===== src/cips_pkg.sv =====
package cips_pkg;

	localparam int DATA_W  = 24;              // input and result field width
	localparam int ERR_W   = DATA_W + 1;      // loop error width
	localparam int D1_W    = ERR_W + 1;       // e - e1
	localparam int D2_W    = ERR_W + 2;       // e - 2*e1 + e2
	localparam int GAIN_W  = 16;              // Q8.8 gain
	localparam int LIM_W   = 23;              // clamp magnitude
	localparam int PROD_W  = GAIN_W + 1 + D2_W;
	localparam int FRAC_W  = 8;               // gain fraction bits
	localparam int SH_W    = PROD_W - FRAC_W;
	localparam int ACC_W   = 40;              // wide sum before clamp
	localparam int CFG_W   = LIM_W;           // widest register
	localparam int CFG_A_W = 3;

	typedef enum logic [CFG_A_W-1:0] {
		CFG_POS_KP    = 3'd0,
		CFG_POS_KI    = 3'd1,
		CFG_POS_KD    = 3'd2,
		CFG_POS_LIMIT = 3'd3,
		CFG_SPD_KP    = 3'd4,
		CFG_SPD_KI    = 3'd5,
		CFG_SPD_KD    = 3'd6,
		CFG_SPD_LIMIT = 3'd7
	} cfg_reg_t;

	typedef enum logic [1:0] {
		GAIN_P,
		GAIN_I,
		GAIN_D
	} gain_sel_t;

	typedef enum logic [2:0] {
		ST_IDLE,
		ST_ERR,
		ST_MUL_P,
		ST_MUL_I,
		ST_MUL_D,
		ST_ACC,
		ST_CLAMP,
		ST_DONE
	} state_t;

	typedef struct packed {
		logic      load_in;
		logic      err_en;
		logic      loop_spd;
		gain_sel_t gain;
		logic      mul_en;
		logic      acc_en;
		logic      clamp_en;
		logic      out_load;
	} ctrl_cmd_t;

	typedef struct packed {
		logic speed_only;
	} dp_status_t;

endpackage


===== src/cips_ctrl.sv =====
module cips_ctrl (
	input  logic                  clk,
	input  logic                  arst_n,
	input  logic                  in_valid,
	output logic                  in_stall,
	output logic                  out_valid,
	input  logic                  out_stall,
	input  cips_pkg::dp_status_t  status,
	output cips_pkg::ctrl_cmd_t   cmd
);
	import cips_pkg::*;

	state_t state_q, state_d;
	logic   sel_q;        // set once the outer loop has finished
	logic   out_valid_q;
	logic   loop_spd;
	logic   out_free;

	assign loop_spd = sel_q | status.speed_only;
	assign out_free = !out_valid_q || !out_stall;

	always_comb begin
		state_d = state_q;
		case (state_q)
			ST_IDLE:  if (in_valid) state_d = ST_ERR;
			ST_ERR:   state_d = ST_MUL_P;
			ST_MUL_P: state_d = ST_MUL_I;
			ST_MUL_I: state_d = ST_MUL_D;
			ST_MUL_D: state_d = ST_ACC;
			ST_ACC:   state_d = ST_CLAMP;
			ST_CLAMP: state_d = loop_spd ? ST_DONE : ST_ERR;
			ST_DONE:  if (out_free) state_d = ST_IDLE;
			default:  state_d = ST_IDLE;
		endcase
	end

	always_comb begin
		cmd          = '0;
		cmd.gain     = GAIN_P;
		cmd.loop_spd = loop_spd;
		case (state_q)
			ST_IDLE:  cmd.load_in = in_valid;
			ST_ERR:   cmd.err_en = 1'b1;
			ST_MUL_P: begin
				cmd.gain   = GAIN_P;
				cmd.mul_en = 1'b1;
			end
			ST_MUL_I: begin
				cmd.gain   = GAIN_I;
				cmd.mul_en = 1'b1;
				cmd.acc_en = 1'b1;
			end
			ST_MUL_D: begin
				cmd.gain   = GAIN_D;
				cmd.mul_en = 1'b1;
				cmd.acc_en = 1'b1;
			end
			ST_ACC:   cmd.acc_en = 1'b1;
			ST_CLAMP: cmd.clamp_en = 1'b1;
			ST_DONE:  cmd.out_load = out_free;
			default:  cmd.gain = GAIN_P;
		endcase
	end

	assign in_stall  = (state_q != ST_IDLE);
	assign out_valid = out_valid_q;

	always_ff @(posedge clk or negedge arst_n) begin
		if (!arst_n) begin
			state_q     <= ST_IDLE;
			sel_q       <= 1'b0;
			out_valid_q <= 1'b0;
		end else begin
			state_q <= state_d;
			if (state_q == ST_IDLE) begin
				sel_q <= 1'b0;
			end else if (state_q == ST_CLAMP) begin
				sel_q <= 1'b1;
			end
			if (cmd.out_load) begin
				out_valid_q <= 1'b1;
			end else if (out_valid_q && !out_stall) begin
				out_valid_q <= 1'b0;
			end
		end
	end

endmodule


===== src/cips_dp.sv =====
module cips_dp (
	input  logic                                clk,
	input  logic                                arst_n,
	input  logic                                cfg_we,
	input  logic [cips_pkg::CFG_A_W-1:0]        cfg_index,
	input  logic [cips_pkg::CFG_W-1:0]          cfg_data,
	input  logic                                func,
	input  logic signed [cips_pkg::DATA_W-1:0]  reference,
	input  logic signed [cips_pkg::DATA_W-1:0]  angle_feedback,
	input  logic signed [cips_pkg::DATA_W-1:0]  speed_feedback,
	output logic signed [cips_pkg::DATA_W-1:0]  speed_command,
	output logic signed [cips_pkg::DATA_W-1:0]  drive,
	input  cips_pkg::ctrl_cmd_t                 cmd,
	output cips_pkg::dp_status_t                status
);
	import cips_pkg::*;

	// configuration
	logic [GAIN_W-1:0] pos_kp_q, pos_ki_q, pos_kd_q, spd_kp_q, spd_ki_q, spd_kd_q;
	logic [LIM_W-1:0]  pos_lim_q, spd_lim_q;

	// loop state
	logic signed [ERR_W-1:0]  pos_e1_q, pos_e2_q, spd_e1_q, spd_e2_q;
	logic signed [DATA_W-1:0] pos_acc_q, spd_acc_q;

	// latched item
	logic                     func_q;
	logic signed [DATA_W-1:0] ref_q, ang_q, spd_q;

	// working registers
	logic signed [ERR_W-1:0]  err_q;
	logic signed [PROD_W-1:0] prod_q;
	logic signed [ACC_W-1:0]  acc_q;
	logic signed [DATA_W-1:0] cmd_q, drive_q;

	logic signed [ERR_W-1:0]  e1, e2, err_new;
	logic signed [DATA_W-1:0] acc_sel, inner_ref;
	logic [GAIN_W-1:0]        kp, ki, kd, k;
	logic [LIM_W-1:0]         lim;
	logic signed [D1_W-1:0]   d1;
	logic signed [D2_W-1:0]   d2, opd;
	logic signed [GAIN_W:0]   gain_op;
	logic signed [PROD_W-1:0] product;
	logic signed [SH_W-1:0]   sh;
	logic signed [ACC_W-1:0]  lim_s, clamped;

	always_comb begin
		if (cmd.loop_spd) begin
			e1 = spd_e1_q; e2 = spd_e2_q; acc_sel = spd_acc_q;
			kp = spd_kp_q; ki = spd_ki_q; kd = spd_kd_q; lim = spd_lim_q;
		end else begin
			e1 = pos_e1_q; e2 = pos_e2_q; acc_sel = pos_acc_q;
			kp = pos_kp_q; ki = pos_ki_q; kd = pos_kd_q; lim = pos_lim_q;
		end
	end

	assign inner_ref = func_q ? ref_q : pos_acc_q;
	assign err_new   = cmd.loop_spd ? (ERR_W'(inner_ref) - ERR_W'(spd_q))
	                                : (ERR_W'(ref_q) - ERR_W'(ang_q));

	assign d1 = D1_W'(err_q) - D1_W'(e1);
	assign d2 = D2_W'(err_q) - (D2_W'(e1) <<< 1) + D2_W'(e2);

	always_comb begin
		case (cmd.gain)
			GAIN_P: begin
				k   = kp;
				opd = D2_W'(d1);
			end
			GAIN_I: begin
				k   = ki;
				opd = D2_W'(err_q);
			end
			GAIN_D: begin
				k   = kd;
				opd = d2;
			end
			default: begin
				k   = kp;
				opd = D2_W'(d1);
			end
		endcase
	end

	assign gain_op = $signed({1'b0, k});
	assign product = gain_op * opd;
	assign sh      = prod_q[PROD_W-1:FRAC_W];   // floor shift of the Q8.8 product

	assign lim_s = $signed({{(ACC_W-LIM_W){1'b0}}, lim});
	always_comb begin
		if (acc_q > lim_s) begin
			clamped = lim_s;
		end else if (acc_q < -lim_s) begin
			clamped = -lim_s;
		end else begin
			clamped = acc_q;
		end
	end

	assign status.speed_only = func_q;
	assign speed_command     = cmd_q;
	assign drive             = drive_q;

	always_ff @(posedge clk or negedge arst_n) begin
		if (!arst_n) begin
			pos_kp_q  <= '0;
			pos_ki_q  <= '0;
			pos_kd_q  <= '0;
			pos_lim_q <= '0;
			spd_kp_q  <= '0;
			spd_ki_q  <= '0;
			spd_kd_q  <= '0;
			spd_lim_q <= '0;
			pos_e1_q  <= '0;
			pos_e2_q  <= '0;
			pos_acc_q <= '0;
			spd_e1_q  <= '0;
			spd_e2_q  <= '0;
			spd_acc_q <= '0;
		end else begin
			if (cfg_we) begin
				case (cfg_reg_t'(cfg_index))
					CFG_POS_KP:    pos_kp_q  <= cfg_data[GAIN_W-1:0];
					CFG_POS_KI:    pos_ki_q  <= cfg_data[GAIN_W-1:0];
					CFG_POS_KD:    pos_kd_q  <= cfg_data[GAIN_W-1:0];
					CFG_POS_LIMIT: pos_lim_q <= cfg_data[LIM_W-1:0];
					CFG_SPD_KP:    spd_kp_q  <= cfg_data[GAIN_W-1:0];
					CFG_SPD_KI:    spd_ki_q  <= cfg_data[GAIN_W-1:0];
					CFG_SPD_KD:    spd_kd_q  <= cfg_data[GAIN_W-1:0];
					CFG_SPD_LIMIT: spd_lim_q <= cfg_data[LIM_W-1:0];
					default:       pos_kp_q  <= pos_kp_q;
				endcase
			end
			if (cmd.clamp_en) begin
				if (cmd.loop_spd) begin
					spd_acc_q <= clamped[DATA_W-1:0];
					spd_e2_q  <= spd_e1_q;
					spd_e1_q  <= err_q;
				end else begin
					pos_acc_q <= clamped[DATA_W-1:0];
					pos_e2_q  <= pos_e1_q;
					pos_e1_q  <= err_q;
				end
			end
		end
	end

	always_ff @(posedge clk) begin
		if (cmd.load_in) begin
			func_q <= func;
			ref_q  <= reference;
			ang_q  <= angle_feedback;
			spd_q  <= speed_feedback;
		end
		if (cmd.err_en) begin
			err_q <= err_new;
			acc_q <= ACC_W'(acc_sel);
		end else if (cmd.acc_en) begin
			acc_q <= acc_q + ACC_W'(sh);
		end
		if (cmd.mul_en) begin
			prod_q <= product;
		end
		if (cmd.out_load) begin
			cmd_q   <= pos_acc_q;
			drive_q <= spd_acc_q;
		end
	end

endmodule


===== src/cascaded_incremental_pid_servo.sv =====
// Channel   Handshake               Payload
// input     in_valid / in_stall     func, reference, angle_feedback, speed_feedback
// output    out_valid / out_stall   speed_command, drive
// config    cfg_we                  cfg_index, cfg_data
//
// One shared 17x27 multiplier serves both loops; each loop steps through error,
// three products, last add and clamp. A position-mode item runs the outer loop
// and then the inner one, a speed-mode item only the inner; the next item can be
// taken in the cycle after the result is loaded into the output register.
// Reset clears gains, limits, stored errors and accumulated outputs.
// A stalled result holds in the output register; the next item may still be
// taken and runs until it has to wait for that register.
module cascaded_incremental_pid_servo (
	input  logic                                clk,
	input  logic                                arst_n,
	// input item channel
	input  logic                                in_valid,
	output logic                                in_stall,
	input  logic                                func,
	input  logic signed [cips_pkg::DATA_W-1:0]  reference,
	input  logic signed [cips_pkg::DATA_W-1:0]  angle_feedback,
	input  logic signed [cips_pkg::DATA_W-1:0]  speed_feedback,
	// result channel
	output logic                                out_valid,
	input  logic                                out_stall,
	output logic signed [cips_pkg::DATA_W-1:0]  speed_command,
	output logic signed [cips_pkg::DATA_W-1:0]  drive,
	// register writes
	input  logic                                cfg_we,
	input  logic [cips_pkg::CFG_A_W-1:0]        cfg_index,
	input  logic [cips_pkg::CFG_W-1:0]          cfg_data
);
	import cips_pkg::*;

	ctrl_cmd_t  cmd;
	dp_status_t status;

	// Sequence the two loops and own both handshakes.
	cips_ctrl u_ctrl (
		.clk       (clk),
		.arst_n    (arst_n),
		.in_valid  (in_valid),
		.in_stall  (in_stall),
		.out_valid (out_valid),
		.out_stall (out_stall),
		.status    (status),
		.cmd       (cmd)
	);

	// Hold registers, loop state and the shared multiply-accumulate path.
	cips_dp u_dp (
		.clk            (clk),
		.arst_n         (arst_n),
		.cfg_we         (cfg_we),
		.cfg_index      (cfg_index),
		.cfg_data       (cfg_data),
		.func           (func),
		.reference      (reference),
		.angle_feedback (angle_feedback),
		.speed_feedback (speed_feedback),
		.speed_command  (speed_command),
		.drive          (drive),
		.cmd            (cmd),
		.status         (status)
	);

endmodule


===== config.mk =====
export PLATFORM = sky130hd
export DESIGN_NAME = cascaded_incremental_pid_servo
export DESIGN_NICKNAME = d
export VERILOG_FILES = /design/src/cips_pkg.sv /design/src/cips_ctrl.sv /design/src/cips_dp.sv /design/src/cascaded_incremental_pid_servo.sv
export SDC_FILE = /design/constraint.sdc
export NUM_CORES = 2
export LEC_CHECK = 0
export BUFFER_PORTS_ARGS = -buffer_cell sky130_fd_sc_hd__clkbuf_2
export CAP_MARGIN = 20
export CORE_AREA = 5 5 327 329
export CTS_CLUSTER_DIAMETER = 80
export DETAILED_ROUTE_END_ITERATION = 12
export DIE_AREA = 0 0 332 334
export GPL_ROUTABILITY_DRIVEN = 1
export HOLD_SLACK_MARGIN = 0.12
export PLACE_DENSITY_LB_ADDON = 0.05
export SYNTH_ARGS = -nofsm -noshare
export SYNTH_HDL_FRONTEND = slang
export SYNTH_SLANG_ARGS = --single-unit

===== constraint.sdc =====
create_clock -name clk -period 12.1 [get_ports clk]
set_input_delay 1.815 -clock clk [delete_from_list [all_inputs] [get_ports clk]]
set_output_delay 1.815 -clock clk [all_outputs]
set_load 0.03 [all_outputs]

**After elaboration in Yosys (flattened, before gate mapping)**

Index checks and enable logic that the tools add are counted.

- $add $sub $neg: 7
- $mul: 1
- Magnitude comparators: 2
- Equal/unequal tests: 18
- Mux-type cells: 29
- Bitwise gates (word level): 2
- Reduce and logical (&&, ||, !) cells: 22

Operator list:

| cell | count |
|---|---|
| 24-bit 2-to-1 mux | 4 |
| 40-bit 2-to-1 mux | 2 |
| 25-bit 2-to-1 mux | 3 |
| 27-bit case mux with 2 select lines | 1 |
| 24-bit by 24-bit subtractor with 25-bit output | 2 |
| 16-bit 2-to-1 mux | 3 |
| 17-bit by 27-bit multiplier with 44-bit output | 1 |
| 40-bit by 36-bit adder with 40-bit output | 1 |
| 40-bit by 24-bit > comparator with 1-bit output | 1 |
| 40-bit less-than comparator | 1 |
| 23-bit negator with 40-bit output | 1 |
| 16-bit case mux with 2 select lines | 1 |
| 27-bit by 25-bit adder with 27-bit output | 1 |
| 25-bit by 26-bit subtractor with 27-bit output | 1 |
| 25-bit by 25-bit subtractor with 26-bit output | 1 |
| 3-bit equality test, second input constant | 8 |
| 3-bit case mux with 8 select lines | 1 |
| 23-bit 2-to-1 mux | 1 |
| 2-bit AND reduction | 11 |
| 3-bit by 2-bit equality test with 1-bit output, second input constant | 4 |
| 1-bit 2-to-1 mux | 9 |
| 3-bit 2-to-1 mux | 3 |
| 3-bit case mux with 3 select lines | 1 |
| 3-bit by 1-bit equality test with 1-bit output, second input constant | 2 |
| 13 further kinds | 17 |

- Register bits after elaboration: 525
- Input port bits: 104

**Logic depth before layout (Yosys ltp)**

- Depth after elaboration: 6
- Gate-level depth with buffers: 47

**Hierarchy**

From an unflattened synthesis, not the netlist that was laid out.

- Cell total of the unflattened synthesis: 4688
- Area, all modules: 46149.3 µm²

Modules (own cells, without submodules):

| module | times used | cells each | area each (µm²) | seq. area each (µm²) |
|---|---|---|---|---|
| cips_dp | 1 | 4649 | 45803.9 | 13923.4 |
| cips_ctrl | 1 | 39 | 345.3 | 125.1 |

**Worst setup path after synthesis**

No wires, ideal clock.

- Path type: reg2reg
- From: register u_dp.func_q (netlist: u_dp.status)
- To: register u_dp.prod_q[43], data pin
- Data arrival time: 11136 ps
- Path slack: 706 ps
- Stages on the path, launching flop included: 39
- Path buffers: 7
- Period minus slack after synthesis: 11394 ps
- Cells stage by stage: edfxtp_1 nor2_8 buf_1 clkbuf_1 clkbuf_1 buf_2 buf_1 mux2i_1 fa_1 ha_1 clkbuf_1 and3_1 a32o_1 o21ai_0 o22ai_1 o311ai_0 a21oi_1 xnor2_1 [... 3 more ...] nand2_1 fa_1 fa_1 inv_1 fa_1 fa_1 fa_1 inv_1 fa_1 inv_1 ha_1 and3_1 a221oi_1 nor2b_1 a311o_1 a41oi_1 o21ba_2 xnor2_1

- Longest elaborated chain between the ends: 6
- Elaborated cells between the ends (all ways): 12

Ends and longest elaborated chain:

| element | RTL line | source |
|---|---|---|
| start, declared | cips_dp.sv:27 | `logic func_q;` |
| start signal, assigned | cips_dp.sv:150 | `func_q <= func;` |
| 1-bit OR * | cips_ctrl.sv:19 | `assign loop_spd = sel_q \| status.speed_only;` |
| 25-bit 2-to-1 mux | cips_dp.sv:48 | `if (cmd.loop_spd) begin` |
| 25-bit by 26-bit subtractor with 27-bit output | cips_dp.sv:62 | `assign d2 = D2_W'(err_q) - (D2_W'(e1) <<< 1) + D2_W'(e2);` |
| 27-bit by 25-bit adder with 27-bit output | cips_dp.sv:62 |  |
| 27-bit case mux with 2 select lines | cips_dp.sv:65 | `case (cmd.gain)` |
| 17-bit by 27-bit multiplier with 44-bit output * | cips_dp.sv:86 | `assign product = gain_op * opd;` |
| net u_dp.product[43] | cips_dp.sv:43 | `logic signed [PROD_W-1:0] product;` |
| end signal, assigned | cips_dp.sv:162 | `prod_q <= product;` |
| end, declared | cips_dp.sv:32 | `logic signed [PROD_W-1:0] prod_q;` |

Mark *: on every way through the listed nets, which the timed path passes. The rest lies on a longest branch.
A chain may end at the register's enable or synchronous reset.

**Final worst setup path**

- From: register u_ctrl.sel_q
- To: register u_dp.prod_q[43], data pin

- Longest elaborated chain between the ends: 6
- Elaborated cells between the ends (all ways): 12

Ends and longest elaborated chain:

| element | RTL line | source |
|---|---|---|
| start, declared | cips_ctrl.sv:14 | `logic sel_q;` |
| start signal, assigned | cips_ctrl.sv:71 | `sel_q <= 1'b0;` |
| start signal, assigned | cips_ctrl.sv:76 | `sel_q <= 1'b0;` |
| start signal, assigned | cips_ctrl.sv:78 | `sel_q <= 1'b1;` |
| 1-bit OR * | cips_ctrl.sv:19 |  |
| 25-bit 2-to-1 mux | cips_dp.sv:48 |  |
| 25-bit by 26-bit subtractor with 27-bit output | cips_dp.sv:62 |  |
| 27-bit by 25-bit adder with 27-bit output | cips_dp.sv:62 |  |
| 27-bit case mux with 2 select lines | cips_dp.sv:65 |  |
| 17-bit by 27-bit multiplier with 44-bit output * | cips_dp.sv:86 |  |
| net u_dp.product[43] | cips_dp.sv:43 |  |

Marked as above.

==> flow_summary.json <==
{
  "critical_path_buf_inv_count": 4,
  "synthFlopType": "dfrtp_1",
  "dp_hpwl_mm": 113.6,
  "slew_violations": 0,
  "netlist_top_cells_area": "fa_1 (19%), dfrtp_1 (16%), edfxtp_1 (14%), ha_1 (8.3%), nand2_1 (6.6%)",
  "yosysSeqAreaShare_pct": 30.43,
  "yosys-top-cells-count": "nand2_1 (815), inv_1 (648), fa_1 (443), ha_1 (307), nor2_1 (307)",
  "worst_skew_pair.late_latency_ps": 670,
  "synth_edf_count": 222,
  "fin_crit_sh_pct": 93.10,
  "crit_type": "reg2reg",
  "hold_viol": 0,
  "die_h_um": 334,
  "rows": 118,
  "stdcell_area_um2": 50640,
  "crit_family": "adder cells",
  "area_delta_synth_final_pct": 9.704,
  "syn_inst": 4887,
  "drc_errors": 0,
  "crit_path_end_kind": "flop",
  "ys_types": 89,
  "port_buffers": 153,
  "worstPathArrival_ps": 11670,
  "multiInputGateArea_um2": 29080,
  "cts_tree": "done",
  "numClockSinks": 517,
  "rsz0062_at_grt": "no",
  "cts_buffers": 60,
  "viasPerCell": 5.533,
  "setup_viol": 0,
  "path_clk_slew_ps": 60,
  "synthMostInstantiatedCell": "nand2_1",
  "place_area_um2": 48680,
  "cts_setup_buffers": 0,
  "register_area_um2": 14050,
  "synth_top_area_cell": "fa_1",
  "num_vias": 35520,
  "grt_pass1_wl_mm": 224.2,
  "ant_nets": 0,
  "dieArea_um2": 110900,
  "cts_max_path_buffers": 3,
  "synth_seq_cells": 517,
  "io_pins": 154,
  "drv_cap": 0,
  "grt_pass1_vias": 35710,
  "wire_per_inst_um": 22.77,
  "startpoint_type": "flop",
  "clockRootBuffer": "clkbuf_16",
  "cts_hold_buf": 0,
  "htree_levels": 2,
  "die_w_um": 332,
  "drive_gt1_share_pct": 11.19,
  "grt_antenna_before_repair": 10,
  "synth_area_um2": 46160,
  "syn_avg_cell_area_um2": 9.446,
  "async_flop_share_pct": 57.06,
  "fillCellCount": 9875,
  "nets": 5842,
  "yosysTopAreaCellShare_pct": 19.21,
  "fin_skew_ps": 56.56,
  "routed_wl_mm": 146.2,
  "grt_max_degree": 101,
  "setup_tns_ps": 0,
  "hold_class": "reg2reg",
  "fin_ws_ps": 835.1,
  "initial_utilization_pct": 44.73,
  "max_freq_ghz": 0.08877,
  "synth.net_count": 5741,
  "place_ws_ps": 802.8,
  "max_slew_margin_pct": 24.06,
  "tightest_slew_ps": 1139,
  "dr.first_iter.drc_count": 2721,
  "critPathMaxStageDelay_ps": 850,
  "track_usage_pct": 26.22,
  "globalplace.congestion": 0.9334,
  "required_ps": 12510,
  "crit_fanout": 37,
  "core_um2": 103200,
  "grt.overflow.total": 0,
  "status": "complete, no violations",
  "cp_common_cell": "fa_1",
  "cts_resized": 0,
  "first_pass_iters": 5,
  "slowest_stage": "fa_1",
  "layout_min_cycle_time_ps": 11260,
  "yosysWarnings": 0
}
-- through the flow --
| stage | util (%) | std cells | hold WS, ps |
|---|---|---|---|
| after floorplan | - | 4887 | 442.6 |
| after global placement | 47.17 | 6306 | 457.6 |
| after detailed placement | 47.17 | 6306 | 462.0 |
| after CTS | 49.07 | 6418 | 468.6 |
| after global routing | 49.07 | 6418 | 494.3 |
| final | 49.07 | 6420 | 467.0 |
-- cell type report --
cell class | count | share of cell area [%]
multi-input combinational | 3528 | 57.42
tap | 1380 | 3.410
sequential | 517 | 27.74
timing repair buffer | 231 | 2.738
inverter | 650 | 4.818
clock buffer | 76 | 3.205
antenna | 2 | 0.009883
clock inverter | 36 | 0.6572
-- per-layer routing --
metal	GRT usage, %	vias to the layer above	wire length [µm]
li1	-	16500	-
met1	38.35	17830	68060
met2	41.82	1020	65640
met3	3.654	162	8956
met4	5.979	10	3460
met5	0	-	62
-- cell usage in the layout (no fill, tap or decap), drive strengths merged, types with 60 or more instances in the layout --
master  instances
buf            79
fa            443
xnor2         115
a21oi         239
clkbuf        228
ha            307
dfrtp         295
nor2          309
o21ai         228
inv           655
a21o           85
mux2          173
mux2i          61
nand2         815
edfxtp        222
xor2           60
-- logic make-up (layout without fill, tap and decap cells) --
kind of cell | Yosys count | after routing | synth area share [%]
buf+inv | 842 | 993 | 6.890
fa+ha+maj | 751 | 751 | 27.56
mux | 234 | 234 | 5.586
flops | 517 | 517 | 30.43
xor+xnor | 175 | 175 | 3.320
other cells | 0 | 2 | 0
simple gates | 1502 | 1502 | 14.23
compound gates | 866 | 866 | 11.98
-- registers in the layout (all words and copies together) (netlist names), 16 cells and up --
name,cells
u_dp.pos_acc_q,24
u_dp.ref_q,24
u_dp.speed_command,24
u_dp.spd_lim_q,23
u_dp.ang_q,24
u_dp.pos_e1_q,25
u_dp.spd_q,24
u_dp.spd_kd_q,16
u_dp.pos_ki_q,16
u_dp.prod_q,36
u_dp.pos_lim_q,23
u_dp.drive,24
u_dp.spd_e1_q,25
u_dp.spd_ki_q,16
u_dp.pos_e2_q,25
u_dp.acc_q,40
u_dp.pos_kp_q,16
u_dp.err_q,25
u_dp.spd_kp_q,16
u_dp.pos_kd_q,16
u_dp.spd_e2_q,25
u_dp.spd_acc_q,24
-- worst reg2reg max path: cells and delay by family (launching register included) --
kind	cells	cell delay (ps)
AO/OA/AOI/OAI	7	2240
XOR/XNOR	2	260
AND/OR/NAND/NOR	9	2080
adder cells (fa/ha/maj)	9	4670
buffers and inverters	4	760
flip-flops	1	570
multiplexers	1	420
-- worst paths after layout --
check	from	to	cells past startpoint	slack, ps
worst max-delay path	u_ctrl.sel_q	u_dp.prod_q[43]	32	840
worst min-delay path	u_dp.pos_e1_q[23]	u_dp.pos_e2_q[23]	2	470
worst max register to register	u_ctrl.sel_q	u_dp.prod_q[43]	32	840
worst min register to register	u_dp.pos_e1_q[23]	u_dp.pos_e2_q[23]	2	470
max in group asynchronous	arst_n	u_dp.spd_kp_q[11]	2	9380
min in group asynchronous	arst_n	u_dp.pos_acc_q[2]	1	1150
Power is not shown: default switching activity piles up to over one toggle a cycle in this logic, so the estimate is an artifact.
